### src/design/wct_pkg.sv
package wct_pkg;

    // Result status codes
    typedef enum logic [1:0] {
        RES_NEW    = 2'd0,
        RES_MERGED = 2'd1,
        RES_FULL   = 2'd2,
        RES_THRESH = 2'd3
    } res_status_t;

    // Datapath commands, one per cycle
    typedef enum logic [4:0] {
        OP_NOP,
        OP_CAPTURE,
        OP_RD_IDX,
        OP_IDX_INC,
        OP_MERGE,
        OP_INSERT,
        OP_OUT_LOAD,
        OP_PROD,
        OP_TOT_ACC,
        OP_MUL_INIT,
        OP_MUL_STEP,
        OP_RND,
        OP_DIV_STEP,
        OP_DIV_REM,
        OP_WALK_INIT,
        OP_KEY_RD,
        OP_KEY_LATCH,
        OP_CUM_ACC,
        OP_THR_CHK,
        OP_FIX
    } dp_op_t;

    // Datapath status towards the controller
    typedef struct packed {
        logic idx_end;
        logic outer_end;
        logic match;
        logic tot_zero;
        logic cnt_zero;
        logic cut_zero;
        logic out_free;
    } dp_status_t;

    typedef enum logic [4:0] {
        ST_IDLE,
        ST_A_RD,
        ST_A_CMP,
        ST_A_MERGE,
        ST_A_NEW,
        ST_F_RD,
        ST_F_PROD,
        ST_F_ACC,
        ST_F_MULI,
        ST_F_MUL,
        ST_F_RND,
        ST_F_DIV,
        ST_F_DIVR,
        ST_F_CHK,
        ST_T_KEY,
        ST_T_KEYW,
        ST_T_RD,
        ST_T_PROD,
        ST_T_ACC,
        ST_T_CHK,
        ST_T_FIX,
        ST_OUT
    } ctrl_state_t;

    localparam int          NUM_W        = 80;    // total_time * permille + rounding, 5 digits
    localparam logic [9:0]  PERMILLE_MAX = 10'd1000;
    localparam logic [9:0]  PERMILLE_RST = 10'd990;
    localparam logic [10:0] CUT_DIV      = 11'd1000;
    localparam logic [79:0] CUT_RND      = 80'd500;
    // ceil(2^36 / 1000): exact quotient by 1000 for any 26-bit digit step, taken from bit 36
    localparam logic [26:0] DIV_RECIP    = 27'd68719477;
    localparam logic [6:0]  MUL_LAST     = 7'd9;   // permille bits, MSB first
    localparam logic [6:0]  DIV_LAST     = 7'd4;   // 16-bit quotient digits, MSB first

endpackage

### src/design/wct_ctrl.sv
module wct_ctrl
    import wct_pkg::*;
(
    input  logic       aclk,
    input  logic       aresetn,
    input  logic       s_valid,
    input  logic       s_action,
    output logic       s_ready,
    input  dp_status_t st,
    output dp_op_t     op
);

    ctrl_state_t state_reg, state_next;

    // State register
    always_ff @(posedge aclk) begin
        if (!aresetn) begin
            state_reg <= ST_IDLE;
        end else begin
            state_reg <= state_next;
        end
    end

    // Sequence the datapath
    always_comb begin
        state_next = state_reg;
        op         = OP_NOP;
        s_ready    = 1'b0;
        unique case (state_reg)
            ST_IDLE: begin
                s_ready = 1'b1;
                if (s_valid) begin
                    op         = OP_CAPTURE;
                    state_next = s_action ? ST_F_RD : ST_A_RD;
                end
            end
            // duplicate search
            ST_A_RD: begin
                if (st.idx_end) begin
                    state_next = ST_A_NEW;
                end else begin
                    op         = OP_RD_IDX;
                    state_next = ST_A_CMP;
                end
            end
            ST_A_CMP: begin
                if (st.match) begin
                    state_next = ST_A_MERGE;
                end else begin
                    op         = OP_IDX_INC;
                    state_next = ST_A_RD;
                end
            end
            ST_A_MERGE: begin
                op         = OP_MERGE;
                state_next = ST_OUT;
            end
            ST_A_NEW: begin
                op         = OP_INSERT;
                state_next = ST_OUT;
            end
            // totals pass
            ST_F_RD: begin
                if (st.idx_end) begin
                    state_next = ST_F_MULI;
                end else begin
                    op         = OP_RD_IDX;
                    state_next = ST_F_PROD;
                end
            end
            ST_F_PROD: begin
                op         = OP_PROD;
                state_next = ST_F_ACC;
            end
            ST_F_ACC: begin
                op         = OP_TOT_ACC;
                state_next = ST_F_RD;
            end
            // cutoff: shift-add multiply, round, digit-wise reciprocal divide
            ST_F_MULI: begin
                if (st.tot_zero) begin
                    state_next = ST_OUT;
                end else begin
                    op         = OP_MUL_INIT;
                    state_next = ST_F_MUL;
                end
            end
            ST_F_MUL: begin
                op = OP_MUL_STEP;
                if (st.cnt_zero) begin
                    state_next = ST_F_RND;
                end
            end
            ST_F_RND: begin
                op         = OP_RND;
                state_next = ST_F_DIV;
            end
            ST_F_DIV: begin
                op         = OP_DIV_STEP;
                state_next = ST_F_DIVR;
            end
            ST_F_DIVR: begin
                op = OP_DIV_REM;
                if (st.cnt_zero) begin
                    state_next = ST_F_CHK;
                end else begin
                    state_next = ST_F_DIV;
                end
            end
            ST_F_CHK: begin
                if (st.cut_zero) begin
                    state_next = ST_T_FIX;
                end else begin
                    op         = OP_WALK_INIT;
                    state_next = ST_T_KEY;
                end
            end
            // threshold walk: outer over candidates, inner over all entries
            ST_T_KEY: begin
                if (st.outer_end) begin
                    state_next = ST_T_FIX;
                end else begin
                    op         = OP_KEY_RD;
                    state_next = ST_T_KEYW;
                end
            end
            ST_T_KEYW: begin
                op         = OP_KEY_LATCH;
                state_next = ST_T_RD;
            end
            ST_T_RD: begin
                if (st.idx_end) begin
                    state_next = ST_T_CHK;
                end else begin
                    op         = OP_RD_IDX;
                    state_next = ST_T_PROD;
                end
            end
            ST_T_PROD: begin
                op         = OP_PROD;
                state_next = ST_T_ACC;
            end
            ST_T_ACC: begin
                op         = OP_CUM_ACC;
                state_next = ST_T_RD;
            end
            ST_T_CHK: begin
                op         = OP_THR_CHK;
                state_next = ST_T_KEY;
            end
            ST_T_FIX: begin
                op         = OP_FIX;
                state_next = ST_OUT;
            end
            // hand the result to the output register
            ST_OUT: begin
                if (st.out_free) begin
                    op         = OP_OUT_LOAD;
                    state_next = ST_IDLE;
                end
            end
            default: begin
                state_next = ST_IDLE;
            end
        endcase
    end

endmodule

### config.mk
export PLATFORM = sky130hd
export DESIGN_NAME = wct_ctrl
export DESIGN_NICKNAME = d
export VERILOG_FILES = /design/src/design/wct_pkg.sv /design/src/design/wct_ctrl.sv
export SDC_FILE = /design/constraint.sdc
export NUM_CORES = 1
export LEC_CHECK = 0
export BUFFER_PORTS_ARGS = -buffer_cell sky130_fd_sc_hd__buf_2
export CELL_PAD_IN_SITES_DETAIL_PLACEMENT = 0
export CELL_PAD_IN_SITES_GLOBAL_PLACEMENT = 1
export CORE_MARGIN = 5
export CORE_UTILIZATION = 37
export CTS_CLUSTER_DIAMETER = 60
export DETAILED_ROUTE_END_ITERATION = 8
export GPL_TIMING_DRIVEN = 0
export HOLD_SLACK_MARGIN = 0.02
export PLACE_DENSITY_LB_ADDON = 0.1
export SLEW_MARGIN = 15
export SYNTH_ARGS = -nofsm -noshare
export SYNTH_HDL_FRONTEND = slang
export SYNTH_SLANG_ARGS = --single-unit
export TNS_END_PERCENT = 1
### constraint.sdc
create_clock -name aclk -period 1.74 [get_ports aclk]
set_input_delay 0.174 -clock aclk [delete_from_list [all_inputs] [get_ports aclk]]
set_output_delay 0.174 -clock aclk [all_outputs]
set_load 0.01 [all_outputs]
==> metrics.txt, run 1 <==
DPL Wire Length 2020 um; CP Capture Type output port; drt initial violations 54; first-pass GRT wire length 4540 um; Netlist Area Pre-Place 779 um^2; PnR worst setup slack 0.00927 ns; Combinational Power Share 77.5%; cells on worst reg2reg path 5; R2R Setup Slk 0.19 ns; ys flop type dfxtp_1; CTS clk-pin slew, worst paths 0.04 ns; I/O Buffers 16; share of cells above drive strength 1 37.4%; unrepaired setup endpoints after global routing yes; GRT Residual Overflow 0; commonest non-fill, non-tap cell in the layout buf_2; initial antenna violation count 0; final hold vios 0; Die Span Y 55.9 um; final core occ 53.2%; H-tree Lvls 1; Peak VDD IR 0.000933 V; Residual DRC 0; vias in the first global route 957; wire length per cell 17.1 um; Setup CP Type register to output port; Post-Route WL 2830 um; Yosys reg bits 5; GP Congestion 0.911; Avg Inst Size Synth 6.72 um^2; status completed; pre-CTS setup slack 0.0418 ns; die area 3120 um^2; fin crit share 99.5%; CTS buffer count 3; Post-synth EDFFs 0; Die X 55.9 um; clock skew 0.00129 ns; slew margin rel. 74.6%; worst slew pin tran 0.379 ns; P per Cell Area 1520 nW/um^2; DRT Pass-1 Iters 4; crit-path max FO 8; vias per std cell 6.26; async set-reset flop share out of synthesis 0%; clk root buf clkbuf_4; Clock Latency Late Sink 0.24 ns; largest net degree at the start of global routing 11; core area 1980 um^2; most frequent cells in the layout buf_2, buf_4, a21oi_1, nand2_1, o21ai_0; CP required 1.57 ns; Sw Ratio 50.7%; Final Slew Violations 0; Layout area overhead 35.3%; # IOs 17; sequential share of the synthesized area 12.8%; Flop pwr share 14.4%; worst setup path end op[3]; NetSw 0.000813 W; Leak 0.396 nW; synth unique cells 44; RR Startpoint state_reg[3]; worst r2r dst state_reg[2]; Critical Path Start state_reg[3]; Final Critical Period 1.73 ns; worst hold path class input port to register; Setup violations, final 0; max-cap viol count 0; Clock Path Buffers 2; clock network fraction of design power 8.1%; CP Launch Type register; via count 1039; CTS tree built; worst path arrival time 1.56 ns; hold_buf cts 0; Starting Density 39.3%; Syn Inst Count 116; CTS Sinks 5; post-route ant nets 0; Inserted Diodes 0; max FFs per register 5; Pint 0.000789 W; All-Layer GR Usage 17.5%; Peak Freq 0.578 GHz; syn_nets 127; synth warn 0; Nets 151; Core Rows 16
## layout make-up
type,instances,area [um^2]
clock buffer,4,26.3
multi-input combinational,97,669
timing repair buffer,20,110
inverter,3,11.3
tap,27,33.8
sequential,5,110
fill,210,927
buffer,10,93.8
## logic make-up after synthesis
group                  Yosys count  synth area share (%)
DFF                              5                  12.8
AOI/OAI and AO/OA               50                  44.3
buffers and inverters           14                  9.63
and+or+nand+nor                 47                  33.2
## cell usage after synthesis, types with 3 or more instances
| library cell | n | area [um^2] |
|---|---|---|
| nor2_1 | 7 | 26.3 |
| dfxtp_1 | 5 | 100 |
| nand2_1 | 8 | 30.0 |
| o211ai_1 | 3 | 22.5 |
| nor3_1 | 6 | 30.0 |
| buf_4 | 4 | 30.0 |
| nand3b_1 | 5 | 37.5 |
| o22ai_1 | 3 | 18.8 |
| nand2b_1 | 6 | 37.5 |
| a21oi_1 | 12 | 60.1 |
| o21ai_0 | 7 | 35.0 |
| nor2b_1 | 5 | 31.3 |
| buf_2 | 6 | 30.0 |
## critical path, cell delays in order, from the launching register on
cell and delay [ns]:
dfxtp_4 0.39, or3b_4 0.42, o32ai_4 0.16, a31oi_1 0.10
o31ai_1 0.09, buf_2 0.17
## power groups by stage
stage          registers, W  logic [W]  clock network (W)
2_1_floorplan      0.000188   0.000773                  0
3_3_place_gp       0.000201    0.00107                  0
3_5_place_dp       0.000201    0.00106                  0
4_1_cts            0.000216    0.00114           0.000135
5_1_grt            0.000244    0.00134           0.000153
6_report           0.000231    0.00124           0.000129
## stage by stage
stage	instance area [um^2]	TNS, ns	total power, W	std cells	hold slack [ns]
after global placement	893	0	0.00127	159	0.444
final	1050	0	0.00160	166	0.202
after detailed placement	893	0	0.00126	159	0.449
after floorplan	779	0	0.000961	116	0.292
after CTS	976	-0.0291	0.00149	163	0.195
after global routing	1050	-0.234	0.00173	166	0.196
## per-layer routing
| layer | wire (um) | global-route usage, % | share of wire, % |
|---|---|---|---|
| met3 | 258 | 2.78 | 9.1 |
| met5 | 0 | 0 | 0 |
| met2 | 1300 | 27.7 | 46 |
| met4 | 74 | 6.10 | 2.6 |
| met1 | 1200 | 23.9 | 42 |
## how the worst min path moves through the flow
| stage | startpoint | end | slack (ns) | cells after the start |
|---|---|---|---|---|
| 2_1_floorplan | aresetn | state_reg[4] | 0.29 | 1 |
| 3_5_place_dp | aresetn | state_reg[4] | 0.45 | 2 |
| 3_3_place_gp | aresetn | state_reg[4] | 0.44 | 2 |
| 6_report | aresetn | state_reg[4] | 0.20 | 2 |
| 5_1_grt | aresetn | state_reg[2] | 0.20 | 2 |
| 4_1_cts | aresetn | state_reg[2] | 0.20 | 2 |
## repair_timing
| item | 4_1_cts | 5_1_grt |
|---|---|---|
| pin swaps | 1 | 3 |
| setup endpoints to repair | 5 | 4 |
| buffers inserted | 1 | 3 |
| gates resized for setup | 18 | 18 |
Power figures use the tool's default switching activity.
==> run 2, diff against run 1 <==
- CORE_ASPECT_RATIO: unset -> 0.9
==> run 2 against run 1 <==
  * The run now ends with setup timing left
  * Via count fell by 3.2%
  * Die area about the same
  * Critical path depth stayed put
  * Power shrank 4.1%
  * Non-clock buffer count is 3 lower
  * Clock power rose by 3%
  * Register-to-register slack barely moved
  * Cell count fell by 3.0%
  * Utilization is 1.9 points lower
  * Critical path type unchanged
  * Critical endpoint unchanged
==> metrics.txt, run 2 (synthesized netlist as in run 1, its figures left out) <==
hold_buf cts 0; largest net degree at the start of global routing 11; Total Power 0.00154 W; # IOs 17; failing checks setup timing; Peak VDD IR 0.00103 V; I/O Buffers 16; via count 1006; Clock Path Buffers 2; most frequent cells in the layout buf_2, a21oi_1, nand2_1, buf_4, o21ai_0; share of cells above drive strength 1 33.8%; commonest non-fill, non-tap cell in the layout buf_2; CP peak stage delay 0.43 ns; vias in the first global route 957; Final Critical Period 1.75 ns; Starting Density 39.6%; die area 3130 um^2; max FFs per register 5; worst setup path end op[3]; final instance area 1010 um^2; worst slew pin tran 0.403 ns; Layout area overhead 29.7%; first-pass GRT wire length 4520 um; slowest CP cell or3b_4; fin crit share 101%; max-cap viol count 0; Setup violations, final 3; Setup CP Type register to output port; drt initial violations 33; clk root buf clkbuf_4; Critical Path Start state_reg[3]; GP Congestion 0.922; slew margin rel. 73.0%; worst-path cell chain or3b_4 > o32ai_4 > a31oi_2 > o31ai_1 > buf_2; CP required 1.57 ns; RR Startpoint state_reg[3]; pre-CTS setup slack 0.00147 ns; worst path arrival time 1.57 ns; post-route ant nets 0; Clock Latency Late Sink 0.24 ns; Residual DRC 0; CP Capture Type output port; initial antenna violation count 0; cells on worst reg2reg path 5; Core Rows 15; final hold vios 0; clock skew 0.00316 ns; worst hold path class input port to register; Leak 0.378 nW; H-tree Lvls 1; GRT Residual Overflow 0; worst r2r dst state_reg[2]; P per Cell Area 1520 nW/um^2; Peak Freq 0.572 GHz; R2R Setup Slk 0.20 ns; vias per std cell 6.25; Nets 148; crit-path max FO 9; wire length per cell 17.1 um; DRT Pass-1 Iters 4; Post-Route WL 2750 um; Final Slew Violations 0; CTS clk-pin slew, worst paths 0.04 ns; Die X 58.4 um; Inserted Diodes 0; DPL Wire Length 2040 um; CTS Sinks 5; All-Layer GR Usage 18.7%; core area 1970 um^2; unrepaired setup endpoints after global routing yes; status finished, violations left; CP Launch Type register; CTS buffer count 3; CTS tree built; Placed Area 891 um^2; PnR worst setup slack -0.00876 ns; Die Span Y 53.5 um
==> run 2: final cells by class <==
type / instances / area (um^2)
Fill cell: 201 / 960
Tap cell: 25 / 31.3
Buffer: 10 / 83.8
Clock buffer: 4 / 26.3
Sequential cell: 5 / 108
Inverter: 3 / 11.3
Timing Repair Buffer: 17 / 87.6
Multi-Input combinational cell: 97 / 663
==> run 2: stage by stage <==
stage	hold WS, ns	utilization (%)	setup TNS [ns]	instances
finish	0.198	51.3	-0.0222	161
global placement	0.441	45.2	-0.00553	157
CTS	0.192	50.2	-0.0143	161
floorplan	0.292	-	0	116
detailed placement	0.446	45.2	0	157
global route	0.193	51.3	-0.321	161
==> run 2: worst min-delay path by stage <==
| stage | from | end | cells after the start |
|---|---|---|---|
| floorplan | aresetn | state_reg[4] | 1 |
| global placement | aresetn | state_reg[4] | 2 |
| detailed placement | aresetn | state_reg[4] | 2 |
| CTS | aresetn | state_reg[0] | 2 |
| global route | aresetn | state_reg[2] | 2 |
| finish | aresetn | state_reg[4] | 2 |
==> run 2: repair_timing <==
action / 4_1_cts / 5_1_grt
setup buffers: 1 / 0
pin swaps: 2 / 0
gates cloned: 0 / 0
resized for setup: 21 / 7
setup endpoints to repair: 5 / 4
endpoints found under the hold margin: 0 / 0
==> run 2: power by group <==
part | total (W) | internal (W) | leakage (nW) | switching [W]
sequential | 0.000230 | 0.000162 | 0.0430 | 0.0000681
combinational | 0.00117 | 0.000488 | 0.320 | 0.000685
clock | 0.000133 | 0.0000866 | 0.0150 | 0.0000462
total | 0.00154 | 0.000737 | 0.378 | 0.000799
==> run 2: per-layer routing <==
metal  vias up  GRT usage (%)  share of wire [%]
li1        484              -                  -
met1       456           24.7                 44
met2        58           31.0                 46
met3         8           3.60                7.8
met4         0           5.02                1.5
met5         -              0                  0
==> run 2: critical path, delay by kind of cell, from the launching register on <==
| kind | cells | cell delay (ns) |
|---|---|---|
| and+or+nand+nor | 1 | 0.43 |
| DFF | 1 | 0.41 |
| AOI/OAI and AO/OA | 3 | 0.33 |
| buffers and inverters | 1 | 0.17 |
==> run 3, diff against run 2 <==
- ABC_AREA: unset -> 1
- CORE_UTILIZATION: 37 -> 35
- CTS_BUF_LIST: unset -> sky130_fd_sc_hd__clkbuf_4
==> run 3 against run 2 <==
  * The flow now finishes without violations
  * Largest power group unchanged
  * Largest cell class unchanged
  * Critical path depth rose by 5
  * Highest routed layer unchanged
  * Clock power barely moved
  * Die area fell by 2.4%
  * Global-route usage fell by 2.8 points
==> metrics.txt, run 3 <==
Post-Route WL 2600 um; slew margin rel. 79.6%; commonest non-fill, non-tap cell in the layout nand2_1; Clock Latency Late Sink 0.25 ns; hold_sp aresetn; Clock Path Buffers 2; Avg Inst Size Synth 5.11 um^2; H-tree Lvls 1; ys flop type dfxtp_1; Post-synth EDFFs 0; Netlist Area Pre-Place 716 um^2; CTS buffer count 3; worst path arrival time 1.52 ns; Hold EP state_reg[4]; CTS Sinks 5; GRT Residual Overflow 0; drt initial violations 47; Residual DRC 0; Final Critical Period 1.69 ns; Die Span Y 52.9 um; crit-path leading delay family simple AND/OR/NAND/NOR gates; worst r2r dst state_reg[1]; initial antenna violation count 0; # IOs 17; synth unique cells 22; Layout area overhead 49.8%; vias in the first global route 883; worst-path cell chain inv_6 > nand2_4 > nor2_4 > nand2_2 > nor2_4 > inv_2 > nand2_2 > a21oi_2 > nand4_1 > buf_2; CTS clk-pin slew, worst paths 0.05 ns; Starting Density 37.0%; unrepaired setup endpoints after global routing yes; largest net degree at the start of global routing 9; share of cells above drive strength 1 41.8%; worst hold slack 0.132 ns; final hold vios 0; Syn Inst Count 140; hold path depth 3; wire length per cell 13.3 um; worst hold path class input port to register; Die X 57.7 um; Yosys reg bits 5; status completed; area share of the largest cell type after synthesis 19.4%; most common cell in the netlist nand2_1; worst slew pin tran 0.304 ns; Nets 182; synth warn 0; CP Launch Type register; max-cap viol count 0; Setup CP Type register to output port; sequential share of the synthesized area 14.0%; GP Congestion 0.877; Final Slew Violations 0; Buf/Inv on CP 3; clk root buf clkbuf_4; R2R Setup Slk 0.26 ns; max FFs per register 5; Total Power 0.00168 W; CP peak stage delay 0.37 ns; final setup TNS 0 ns; async set-reset flop share out of synthesis 0%; core area 1930 um^2; slowest CP cell dfxtp_4; most frequent cells in the layout nand2_1, nor2_1, inv_1, buf_2, nand3_1; first-pass GRT wire length 3770 um; clock skew 0.00703 ns; Levels on crit path 10; CP Capture Type output port; DPL Wire Length 1930 um; fin crit share 97.2%; crit-path max FO 4; P per Cell Area 1560 nW/um^2; Placed Area 827 um^2; Setup violations, final 0; I/O Buffers 16; Inserted Diodes 0; cells on worst reg2reg path 9; final instance area 1070 um^2; PnR worst setup slack 0.0479 ns; Synth area leader nand2_1; RR Startpoint state_reg[4]; pre-CTS setup slack 0.134 ns; Leak 0.576 nW; die area 3050 um^2; Peak VDD IR 0.000889 V; Synth area leaders nand2_1, dfxtp_1, nor2_1; Core Rows 15; syn_nets 151; CTS tree built; Peak Freq 0.591 GHz; CP required 1.57 ns; via count 1043; vias per std cell 5.35; DRT Pass-1 Iters 5; All-Layer GR Usage 15.9%; Post-synth top cells nand2_1, nor2_1, inv_1, nand3_1, inv_2; post-route ant nets 0
[run 3: changes by cell type in the layout (fill, tap and decap cells not counted), sizes merged, moves of 3 or more]
cell / delta
nand2b: -6
o211ai: -3
nand3: +14
nor2: +24
a21oi: -6
nor2b: -5
o22ai: -3
nor3: -3
nand3b: -3
nand2: +29
inv: +19
[run 3: metrics by stage]
| step | util [%] | cells |
|---|---|---|
| floorplan | - | 140 |
| global placement | 42.8 | 181 |
| detailed placement | 42.8 | 181 |
| CTS | 44.8 | 185 |
| global route | 55.5 | 195 |
| finish | 55.5 | 195 |
[run 3: layer usage]
layer | track usage, % | vias to the layer above | wire [um]
met5 | 0 | - | 0
met3 | 3.41 | 5 | 321
met4 | 5.02 | 0 | 26
met2 | 25.8 | 69 | 1220
met1 | 20.9 | 458 | 1030
li1 | - | 511 | -
[run 3: cells by family after synthesis]
logic type,Yosys count,share of synthesized area (%)
buffers and inverters,24,12.8
flip-flops,5,14.0
AND/OR/NAND/NOR,94,60.1
AO/OA/AOI/OAI,17,13.1
[run 3: worst max-delay path by stage]
stage	end	start	slack, ns
finish	op[1]	state_reg[0]	0.05
global route	op[2]	state_reg[4]	-0.05
CTS	op[2]	state_reg[1]	-0.06
detailed placement	op[2]	state_reg[1]	0.13
global placement	op[2]	state_reg[1]	0.11
floorplan	op[1]	state_reg[4]	0.39
[run 3: area by class of cell]
type | count | area (um^2)
repair buffers | 26 | 155
inverters | 23 | 106
fillers | 194 | 861
multi-input cells | 111 | 621
flip-flops and latches | 5 | 116
well taps | 25 | 31.3
clock buffers | 3 | 22.5
plain buffers | 1 | 15.0
clock inverters | 1 | 5.00
[run 3: what timing repair did]
action | 4_1_cts | 5_1_grt
pin swaps | 0 | 9
hold buffers | 0 | 0
resized for setup | 5 | 40
setup endpoints to repair | 4 | 5
cloned | 0 | 0
hold endpoints to repair | 0 | 0
buffers inserted | 0 | 10
[run 3: worst reg2reg max path, stage by stage, from the launching register on]
cell and delay (ns):
dfxtp_2 0.32, buf_8 0.14, buf_4 0.15, nor2_4 0.14
nand2_1 0.13, o21ai_0 0.18, nor2_1 0.06, nand3b_1 0.09
nand2_1 0.07, nor2_1 0.12
[run 3: power by group]
group          switching (W)  internal (W)  total, W
Sequential         0.0000811      0.000177  0.000258
Combinational       0.000771      0.000512   0.00128
Clock              0.0000516     0.0000834  0.000135
Total               0.000903      0.000772   0.00168
